`config.mk`:
```
export PLATFORM = sky130hd
export DESIGN_NAME = matrix_flip_rotate_sequence
export DESIGN_NICKNAME = d
export VERILOG_FILES = /design/src/mfrs_pkg.sv /design/src/mfrs_front.sv /design/src/mfrs_back.sv /design/src/matrix_flip_rotate_sequence.sv
export SDC_FILE = /design/constraint.sdc
export NUM_CORES = 1
export LEC_CHECK = 0
export BUFFER_PORTS_ARGS = -buffer_cell sky130_fd_sc_hd__buf_2
export CAP_MARGIN = 0
export CORE_MARGIN = 4
export CORE_UTILIZATION = 40
export DETAILED_ROUTE_END_ITERATION = 12
export HOLD_SLACK_MARGIN = 0.06
export SYNTH_ARGS = -nofsm -noshare
export SYNTH_HDL_FRONTEND = slang
export SYNTH_SLANG_ARGS = --single-unit
```
`constraint.sdc`:
```
create_clock -name clk -period 9.2 [get_ports clk]
set_input_delay 1.84 -clock clk [delete_from_list [all_inputs] [get_ports clk]]
set_output_delay 1.84 -clock clk [all_outputs]
set_load 0.005 [all_outputs]
```
`src/mfrs_pkg.sv`:
```
// Shared types, codes and helpers of the matrix flip/rotate sequence block.
package mfrs_pkg;

  // Input function codes
  localparam logic [1:0] FUNC_LOAD   = 2'd0;
  localparam logic [1:0] FUNC_ACTION = 2'd1;
  localparam logic [1:0] FUNC_FINISH = 2'd2;

  // Action kinds
  localparam logic ACT_ROTATE = 1'b0;
  localparam logic ACT_FLIP   = 1'b1;

  // Register indexes (paddr[2])
  localparam logic REG_ROW_COUNT = 1'b0;
  localparam logic REG_COL_COUNT = 1'b1;

  localparam int DIM_W  = 4;
  localparam int DATA_W = 16;

  typedef struct packed {
    logic [1:0]               func;
    logic signed [DATA_W-1:0] element;
    logic                     action_kind;
  } item_t;

  typedef struct packed {
    logic signed [DATA_W-1:0] value;
    logic [DIM_W-1:0]         out_rows;
    logic [DIM_W-1:0]         out_cols;
    logic                     last;
  } result_t;

  // One finish job handed from the front to the back
  typedef struct packed {
    logic [1:0]       rot;
    logic             flip;
    logic [DIM_W-1:0] rows;
    logic [DIM_W-1:0] cols;
  } job_t;

  // Zero acts as one, anything above the maximum acts as the maximum
  function automatic logic [DIM_W-1:0] clamp_dim(input logic [DIM_W-1:0] v,
                                                 input logic [DIM_W-1:0] maxv);
    logic [DIM_W-1:0] r;
    if (v == '0) begin
      r = DIM_W'(1);
    end else if (v > maxv) begin
      r = maxv;
    end else begin
      r = v;
    end
    return r;
  endfunction

endpackage

```
`src/mfrs_front.sv`:
```
// Front end: accepts items, loads the store, composes actions, queues finish jobs.
module mfrs_front #(
  parameter int MAX_ROWS = 8,
  parameter int MAX_COLS = 8,
  parameter int AW       = 6,
  parameter int LW       = 7
) (
  input  logic                         clk,
  input  logic                         rst,
  input  logic                         push,
  output logic                         full,
  input  mfrs_pkg::item_t              item,
  input  logic [mfrs_pkg::DIM_W-1:0]   row_count,
  input  logic [mfrs_pkg::DIM_W-1:0]   col_count,
  input  logic                         back_active,
  output logic                         store_we,
  output logic [AW-1:0]                store_waddr,
  output logic [mfrs_pkg::DATA_W-1:0]  store_wdata,
  output logic                         job_valid,
  output mfrs_pkg::job_t               job,
  input  logic                         job_take
);

  logic [LW-1:0]                load_index;
  logic [1:0]                   rot;
  logic                         flip;
  logic [mfrs_pkg::DIM_W-1:0]   rows;
  logic [mfrs_pkg::DIM_W-1:0]   cols;
  logic [7:0]                   total;
  logic                         is_load;
  logic                         accept;
  logic                         job_push;
  logic                         busy;

  // two-entry job queue
  mfrs_pkg::job_t               jq [2];
  logic                         jq_wp;
  logic                         jq_rp;
  logic [1:0]                   jq_cnt;
  logic                         jq_full;

  assign rows  = mfrs_pkg::clamp_dim(row_count, mfrs_pkg::DIM_W'(MAX_ROWS));
  assign cols  = mfrs_pkg::clamp_dim(col_count, mfrs_pkg::DIM_W'(MAX_COLS));
  assign total = 8'(rows) * 8'(cols);

  // Loads wait while an earlier matrix still streams out of the store
  assign jq_full  = (jq_cnt == 2'd2);
  assign busy     = (jq_cnt != 2'd0) || back_active;
  assign is_load  = (item.func == mfrs_pkg::FUNC_LOAD);
  assign full     = jq_full || (is_load && busy);
  assign accept   = push && !full;
  assign job_push = accept && (item.func == mfrs_pkg::FUNC_FINISH);

  // Store write port
  assign store_we    = accept && is_load && (8'(load_index) < total);
  assign store_waddr = load_index[AW-1:0];
  assign store_wdata = item.element;

  // Transform and load counter
  always_ff @(posedge clk) begin
    if (rst) begin
      load_index <= '0;
      rot        <= 2'd0;
      flip       <= 1'b0;
    end else if (accept) begin
      case (item.func)
        mfrs_pkg::FUNC_LOAD: begin
          if (store_we) begin
            load_index <= load_index + LW'(1);
          end
        end
        mfrs_pkg::FUNC_ACTION: begin
          // new action applies first; a rotation behind a flip turns the other way
          if (item.action_kind == mfrs_pkg::ACT_FLIP) begin
            flip <= !flip;
          end else begin
            rot <= rot + (flip ? 2'd3 : 2'd1);
          end
        end
        mfrs_pkg::FUNC_FINISH: begin
          load_index <= '0;
          rot        <= 2'd0;
          flip       <= 1'b0;
        end
        default: begin
        end
      endcase
    end
  end

  // Job queue pointers
  always_ff @(posedge clk) begin
    if (rst) begin
      jq_wp  <= 1'b0;
      jq_rp  <= 1'b0;
      jq_cnt <= 2'd0;
    end else begin
      if (job_push) begin
        jq_wp <= !jq_wp;
      end
      if (job_take) begin
        jq_rp <= !jq_rp;
      end
      jq_cnt <= jq_cnt + 2'(job_push) - 2'(job_take);
    end
  end

  // Job queue payload
  always_ff @(posedge clk) begin
    if (job_push) begin
      jq[jq_wp] <= '{rot: rot, flip: flip, rows: rows, cols: cols};
    end
  end

  assign job_valid = (jq_cnt != 2'd0);
  assign job       = jq[jq_rp];

endmodule

```
`src/mfrs_back.sv`:
```
// Back end: matrix store, transformed-order address walk and result queue.
module mfrs_back #(
  parameter int MAX_ROWS = 8,
  parameter int MAX_COLS = 8,
  parameter int AW       = 6
) (
  input  logic                         clk,
  input  logic                         rst,
  input  logic                         store_we,
  input  logic [AW-1:0]                store_waddr,
  input  logic [mfrs_pkg::DATA_W-1:0]  store_wdata,
  input  logic                         job_valid,
  input  mfrs_pkg::job_t               job,
  output logic                         job_take,
  output logic                         active,
  output logic                         empty,
  input  logic                         pop,
  output mfrs_pkg::result_t            result
);

  localparam int DEPTH      = MAX_ROWS * MAX_COLS;
  localparam int FIFO_DEPTH = 4;

  logic [mfrs_pkg::DATA_W-1:0]  mem [DEPTH];

  // current job
  logic [1:0]                   rot;
  logic                         flip;
  logic [mfrs_pkg::DIM_W-1:0]   rows;
  logic [mfrs_pkg::DIM_W-1:0]   cols;
  logic [mfrs_pkg::DIM_W-1:0]   oh;
  logic [mfrs_pkg::DIM_W-1:0]   ow;
  logic [mfrs_pkg::DIM_W-1:0]   i;
  logic [mfrs_pkg::DIM_W-1:0]   j;

  logic                         start;
  logic                         issue;
  logic                         is_last;
  logic                         row_end;
  logic [mfrs_pkg::DIM_W-1:0]   ci;
  logic [mfrs_pkg::DIM_W-1:0]   cj;
  logic [mfrs_pkg::DIM_W-1:0]   ci_f;
  logic [7:0]                   addr8;
  logic [AW-1:0]                raddr;

  // read stage
  logic                         rd_valid;
  logic [mfrs_pkg::DATA_W-1:0]  rd_data;
  logic [mfrs_pkg::DIM_W-1:0]   rd_rows;
  logic [mfrs_pkg::DIM_W-1:0]   rd_cols;
  logic                         rd_last;

  // result queue
  mfrs_pkg::result_t            fifo [FIFO_DEPTH];
  logic [1:0]                   wp;
  logic [1:0]                   rp;
  logic [2:0]                   cnt;
  logic                         pop_ok;

  assign start    = !active && job_valid;
  assign job_take = start;

  // room for the beat in flight plus this one
  assign issue   = active && ((cnt + 3'(rd_valid)) < 3'(FIFO_DEPTH));
  assign row_end = (j == ow - 4'd1);
  assign is_last = row_end && (i == oh - 4'd1);

  // Source coordinates for output position (i, j)
  always_comb begin
    unique case (rot)
      2'd0: begin
        ci = i;
        cj = j;
      end
      2'd1: begin
        ci = rows - 4'd1 - j;
        cj = i;
      end
      2'd2: begin
        ci = rows - 4'd1 - i;
        cj = cols - 4'd1 - j;
      end
      2'd3: begin
        ci = j;
        cj = cols - 4'd1 - i;
      end
    endcase
    ci_f  = flip ? (rows - 4'd1 - ci) : ci;
    addr8 = 8'(ci_f) * 8'(cols) + 8'(cj);
    raddr = addr8[AW-1:0];
  end

  // Walk control
  always_ff @(posedge clk) begin
    if (rst) begin
      active   <= 1'b0;
      rd_valid <= 1'b0;
    end else begin
      rd_valid <= issue;
      if (start) begin
        active <= 1'b1;
      end else if (issue && is_last) begin
        active <= 1'b0;
      end
    end
  end

  // Walk payload
  always_ff @(posedge clk) begin
    if (start) begin
      rot  <= job.rot;
      flip <= job.flip;
      rows <= job.rows;
      cols <= job.cols;
      oh   <= job.rot[0] ? job.cols : job.rows;
      ow   <= job.rot[0] ? job.rows : job.cols;
      i    <= '0;
      j    <= '0;
    end else if (issue) begin
      if (row_end) begin
        j <= '0;
        i <= i + 4'd1;
      end else begin
        j <= j + 4'd1;
      end
    end
    if (issue) begin
      rd_rows <= oh;
      rd_cols <= ow;
      rd_last <= is_last;
    end
  end

  // Matrix store
  always_ff @(posedge clk) begin
    if (store_we) begin
      mem[store_waddr] <= store_wdata;
    end
    if (issue) begin
      rd_data <= mem[raddr];
    end
  end

  // Result queue
  assign pop_ok = pop && !empty;
  assign empty  = (cnt == 3'd0);
  assign result = fifo[rp];

  always_ff @(posedge clk) begin
    if (rst) begin
      wp  <= 2'd0;
      rp  <= 2'd0;
      cnt <= 3'd0;
    end else begin
      if (rd_valid) begin
        wp <= wp + 2'd1;
      end
      if (pop_ok) begin
        rp <= rp + 2'd1;
      end
      cnt <= cnt + 3'(rd_valid) - 3'(pop_ok);
    end
  end

  always_ff @(posedge clk) begin
    if (rd_valid) begin
      fifo[wp] <= '{value: rd_data, out_rows: rd_rows, out_cols: rd_cols, last: rd_last};
    end
  end

endmodule

```
`src/matrix_flip_rotate_sequence.sv`:
```
// Top level of the matrix flip/rotate sequence block: config registers and the two halves.
//
//  channel   kind       handshake                       beat
//  item      queue in   push / full                     func, element, action_kind
//  result    queue out  pop / empty                     value, out_rows, out_cols, last
//  config    APB        psel, penable, pwrite, pready   row_count @0x0, col_count @0x4
//
// Load and action items update state when accepted. A finish queues a job, then the
// matrix streams out at one element per cycle while the result queue has room
// (rows*cols beats), paced by the store's single read port; a queued job waits for idle.
// Loads stall (full high) while a finished matrix is still being read out.
// Synchronous active-high reset clears counters, transform and queues; store
// contents are not cleared.
module matrix_flip_rotate_sequence #(
  parameter int MAX_ROWS = 8,
  parameter int MAX_COLS = 8
) (
  input  logic                 clk,
  input  logic                 rst,
  input  logic                 push,
  output logic                 full,
  input  mfrs_pkg::item_t      item,
  output logic                 empty,
  input  logic                 pop,
  output mfrs_pkg::result_t    result,
  input  logic                 psel,
  input  logic                 penable,
  input  logic                 pwrite,
  input  logic [2:0]           paddr,
  input  logic [31:0]          pwdata,
  output logic [31:0]          prdata,
  output logic                 pready
);

  localparam int DEPTH = MAX_ROWS * MAX_COLS;
  localparam int AW    = (DEPTH > 1) ? $clog2(DEPTH) : 1;
  localparam int LW    = $clog2(DEPTH + 1);

  logic [mfrs_pkg::DIM_W-1:0]   row_count;
  logic [mfrs_pkg::DIM_W-1:0]   col_count;
  logic                         cfg_wr;

  logic                         store_we;
  logic [AW-1:0]                store_waddr;
  logic [mfrs_pkg::DATA_W-1:0]  store_wdata;
  logic                         job_valid;
  mfrs_pkg::job_t               job;
  logic                         job_take;
  logic                         back_active;

  // Configuration registers
  assign pready = 1'b1;
  assign cfg_wr = psel && penable && pwrite && pready;

  always_ff @(posedge clk) begin
    if (rst) begin
      row_count <= mfrs_pkg::DIM_W'(1);
      col_count <= mfrs_pkg::DIM_W'(1);
    end else if (cfg_wr) begin
      if (paddr[2] == mfrs_pkg::REG_ROW_COUNT) begin
        row_count <= pwdata[mfrs_pkg::DIM_W-1:0];
      end
      if (paddr[2] == mfrs_pkg::REG_COL_COUNT) begin
        col_count <= pwdata[mfrs_pkg::DIM_W-1:0];
      end
    end
  end

  assign prdata = (paddr[2] == mfrs_pkg::REG_COL_COUNT) ? 32'(col_count) : 32'(row_count);

  mfrs_front #(
    .MAX_ROWS (MAX_ROWS),
    .MAX_COLS (MAX_COLS),
    .AW       (AW),
    .LW       (LW)
  ) u_front (
    .clk         (clk),
    .rst         (rst),
    .push        (push),
    .full        (full),
    .item        (item),
    .row_count   (row_count),
    .col_count   (col_count),
    .back_active (back_active),
    .store_we    (store_we),
    .store_waddr (store_waddr),
    .store_wdata (store_wdata),
    .job_valid   (job_valid),
    .job         (job),
    .job_take    (job_take)
  );

  mfrs_back #(
    .MAX_ROWS (MAX_ROWS),
    .MAX_COLS (MAX_COLS),
    .AW       (AW)
  ) u_back (
    .clk         (clk),
    .rst         (rst),
    .store_we    (store_we),
    .store_waddr (store_waddr),
    .store_wdata (store_wdata),
    .job_valid   (job_valid),
    .job         (job),
    .job_take    (job_take),
    .active      (back_active),
    .empty       (empty),
    .pop         (pop),
    .result      (result)
  );

  // The store is never written while a matrix is being read out of it
  a_no_load_during_stream: assert property (@(posedge clk) disable iff (rst)
    store_we |-> !back_active && !job_valid)
    else $error("store written during readout");

  // A queued job is picked up by an idle back end on the next edge
  a_job_start: assert property (@(posedge clk) disable iff (rst)
    job_valid && !back_active |=> back_active)
    else $error("queued job not started");

  // Loads are held off while a job is pending
  a_load_held: assert property (@(posedge clk) disable iff (rst)
    job_valid && item.func == mfrs_pkg::FUNC_LOAD |-> full)
    else $error("load accepted with a job pending");

endmodule

```
==> results.sh <==
export IMPL_status="finished clean"
export IMPL_clock_skew_final_ns=0.0420
export IMPL_cts_root_buf="clkbuf_16"
export IMPL_gr_usage_all_layers=0.170
export IMPL_detail_route_first_pass_iterations=5
export IMPL_worst_r2r_startpoint="u_back.rot[0]"
export IMPL_via_count=23600
export IMPL_postRouteAntennaNets=0
export IMPL_fmaxAchievable_mhz=128
export IMPL_drt_met1_wl_mm=46.5
export IMPL_cp_start_kind="register"
export IMPL_cts_resized_gates=0
export IMPL_worst_reg2reg_endpoint="u_back.rd_data[13]"
export IMPL_highest_signal_layer="met5"
export IMPL_yosysTopAreaCell="edfxtp_1"
export IMPL_initial_antenna_violation_count=3
export IMPL_cts_root_to_sink_buffers=3
export IMPL_fill_cells=10200
export IMPL_postLayoutCoreUtil=0.456
export IMPL_timing_final_crit_period_ns=7.82
export IMPL_post_cts_buffers=0
export IMPL_cts_tree="yes"
export IMPL_first_iter_violations=2803
export IMPL_floorplan_initialDensity=0.404
export IMPL_route_detailed_vias_per_inst=5.53
export IMPL_report_final_slew_viol_count=0
export IMPL_synth_ff_latch_count=1232
export IMPL_maxCapViolations=0
export IMPL_area_growth_pct=12.8
export IMPL_final_layout_size_suffix_gt1_frac=0.270
export IMPL_ys_top_cells_by_count="edfxtp_1 (1190), mux4_2 (345), nor2_1 (130)"
export IMPL_cts_hold_buf=0
export IMPL_grt_overflow=0
export IMPL_clock_buffers_created_by_tritoncts=117
export IMPL_wl_per_cell_um=26.1
export IMPL_yosysWarningCount=0
export IMPL_min_path_type="reg -> reg"
export IMPL_dieHeight_um=360
export IMPL_final_setup_violating_endpoints=0
export IMPL_worstHoldPathCells=0
export IMPL_nNetsFinal=2675
export IMPL_post_synthesis_mean_instance_area_sq_um=20.8
export IMPL_place_detailed_hpwl_mm=66.2
export IMPL_drt_total_wl_mm=111
export IMPL_placement_cell_area_sq_mm=0.0521
export IMPL_r2r_cells=21
export IMPL_path_class="reg -> reg"
export IMPL_floorplan_core_area_sq_mm=0.122
export IMPL_cp_data_arrival_time_ns=8.25
export IMPL_largest_net_degree_at_the_start_of_global_routing=67
export IMPL_timing_hold_worst_endpoint="u_back.rd_rows[3]"
export IMPL_place_gp_congestion=0.828
export IMPL_relSlewSlack=0.166
export IMPL_synth_cell_type_count=62
export IMPL_floorplan_die_width_um=360
export IMPL_async_flop_share=0
export IMPL_seq_area_frac_synth=0.740
export IMPL_postSynthCellCount=2375
export IMPL_regToRegSetupSlack_ns=1.38
export IMPL_detail_route_drc_violations=0
export IMPL_postLayoutCellArea_sq_mm=0.0558
export IMPL_maximum_fanout_along_the_worst_path=38
export IMPL_clock_latency_ns=0.72
export IMPL_cp_end_kind="register"
export IMPL_grt_pass1_wl_mm=164
export IMPL_synth_edff_count=1190
export IMPL_via_count_of_the_first_global_routing_pass=24200
export IMPL_row_count=128
export IMPL_hold_viol=0
export IMPL_design_die_area_sq_mm=0.129
export IMPL_yosysMostFrequentCell="edfxtp_1"
export IMPL_grt_setup_unrepaired="no"
export IMPL_io_pins=121
export IMPL_yosys_top_cell_area_share=0.723
export IMPL_placement_io_buffers=61
export IMPL_met2_wirelength_mm=54.6
export IMPL_layout_worst_path_cycle_share=0.850
export IMPL_synthFlopType="edfxtp_1"
export IMPL_worst_endpoint_required_ns=9.63
export IMPL_timing_critical_path_mode_cell="ha_1"
export IMPL_crit_chain="inv_1, ha_1, mux2_2, ha_1, fa_1, inv_1, a221o_1, o21ai_0, fa_1, a21oi_1, nor2_1, ha_1, ha_1, fa_1, fa_4, buf_12, buf_4, mux4_2, mux4_2, nand4_1, nand3_1"
export IMPL_tns_ns=0
export IMPL_worst_path_max_delay_cell="fa_4"
export IMPL_clkSlewWorstSetupHoldPaths_ns=0.06
export IMPL_met3RoutedLength_mm=7.18
export IMPL_timing_hold_worst_start="u_back.oh[3]"
export IMPL_netlist_top_cells_area="edfxtp_1 (72%), mux4_2 (16%), dfxtp_1 (1.7%)"
export IMPL_mappedNetlistArea_sq_mm=0.0494
export IMPL_cts_sinks=1232
export IMPL_critical_path_max_stage_delay_ns=1.04
export IMPL_timing_worst_slew_pin_value_ns=1.25
export IMPL_htree_levels=3
[registers in the layout, indices dropped and copies added, names as in the netlist, 7 cells and up, named ones only]
signal / cells
u_back.mem: 1024
u_back.rd_data: 16
u_back.fifo: 100
u_front.jq: 22
u_front.load_index: 7
[worst max-delay path by stage]
stage               cells past startpoint                  to     startpoint  slack [ns]
floorplan                              24  u_back.rd_data[10]  u_back.rot[0]        2.57
CTS                                    21  u_back.rd_data[13]  u_back.rot[0]        1.30
finish                                 21  u_back.rd_data[13]  u_back.rot[0]        1.38
global placement                       21   u_back.rd_data[6]  u_back.rot[0]        1.41
detailed placement                     21  u_back.rd_data[13]  u_back.rot[0]        1.31
global route                           25   u_back.rd_data[8]  u_back.rot[0]        1.03
[cells in the final DEF (no fill, tap or decap), drive strengths merged, types with 23 or more instances in the layout]
cell,synthesis,routed
a21oi,24,24
buf,104,172
clkbuf,48,144
clkinv,1,56
conb,2,29
dfxtp,42,42
edfxtp,1190,1190
ha,60,60
inv,59,62
mux2i,33,33
mux4,345,345
nand2,69,69
nand3,23,23
nand4,39,39
nor2,130,130
xnor2,29,29
[per-layer routing]
metal,vias to the layer above,track usage
met5,-,0
met4,2,0.0481
met3,181,0.0321
met2,814,0.278
met1,12600,0.234
li1,10000,-
[layout make-up]
class	count	area, sq um	area share
tap	1625	2030	0.0364
timing repair buffer	172	1230	0.0220
clock inverter	74	593	0.0106
inverter	60	225	0.00404
sequential	1232	36600	0.656
antenna	3	7.51	0.000135
clock buffer	144	3100	0.0556
multi-input combinational	958	12000	0.216
[cell families after synthesis]
family | count (synthesis) | synth area share
xor+xnor | 47 | 0.00833
compound gates | 100 | 0.0142
buf+inv | 212 | 0.0206
fa+ha+maj | 73 | 0.0204
flops | 1232 | 0.740
mux | 387 | 0.166
other cells | 2 | 0.000152
simple gates | 322 | 0.0307
[critical path, delay by kind of cell (launching register included)]
family	cells	cell delay, ns
AND/OR/NAND/NOR	3	0.34
multiplexers	3	1.26
buffers and inverters	4	1.06
adder cells (fa/ha/maj)	8	3.58
flip-flops	1	0.43
AO/OA/AOI/OAI	3	0.82
[stage by stage]
step                      setup slack, ns  hold WS (ns)  cells
after floorplan                      2.57         0.447   2402
after global placement               1.41         0.472   4047
after detailed placement             1.31         0.471   4047
after CTS                            1.30         0.491   4265
after global routing                 1.03         0.511   4265
final                                1.38         0.489   4268
Power is not shown: default switching activity piles up to over one toggle a cycle in this logic, so the estimate is an artifact.
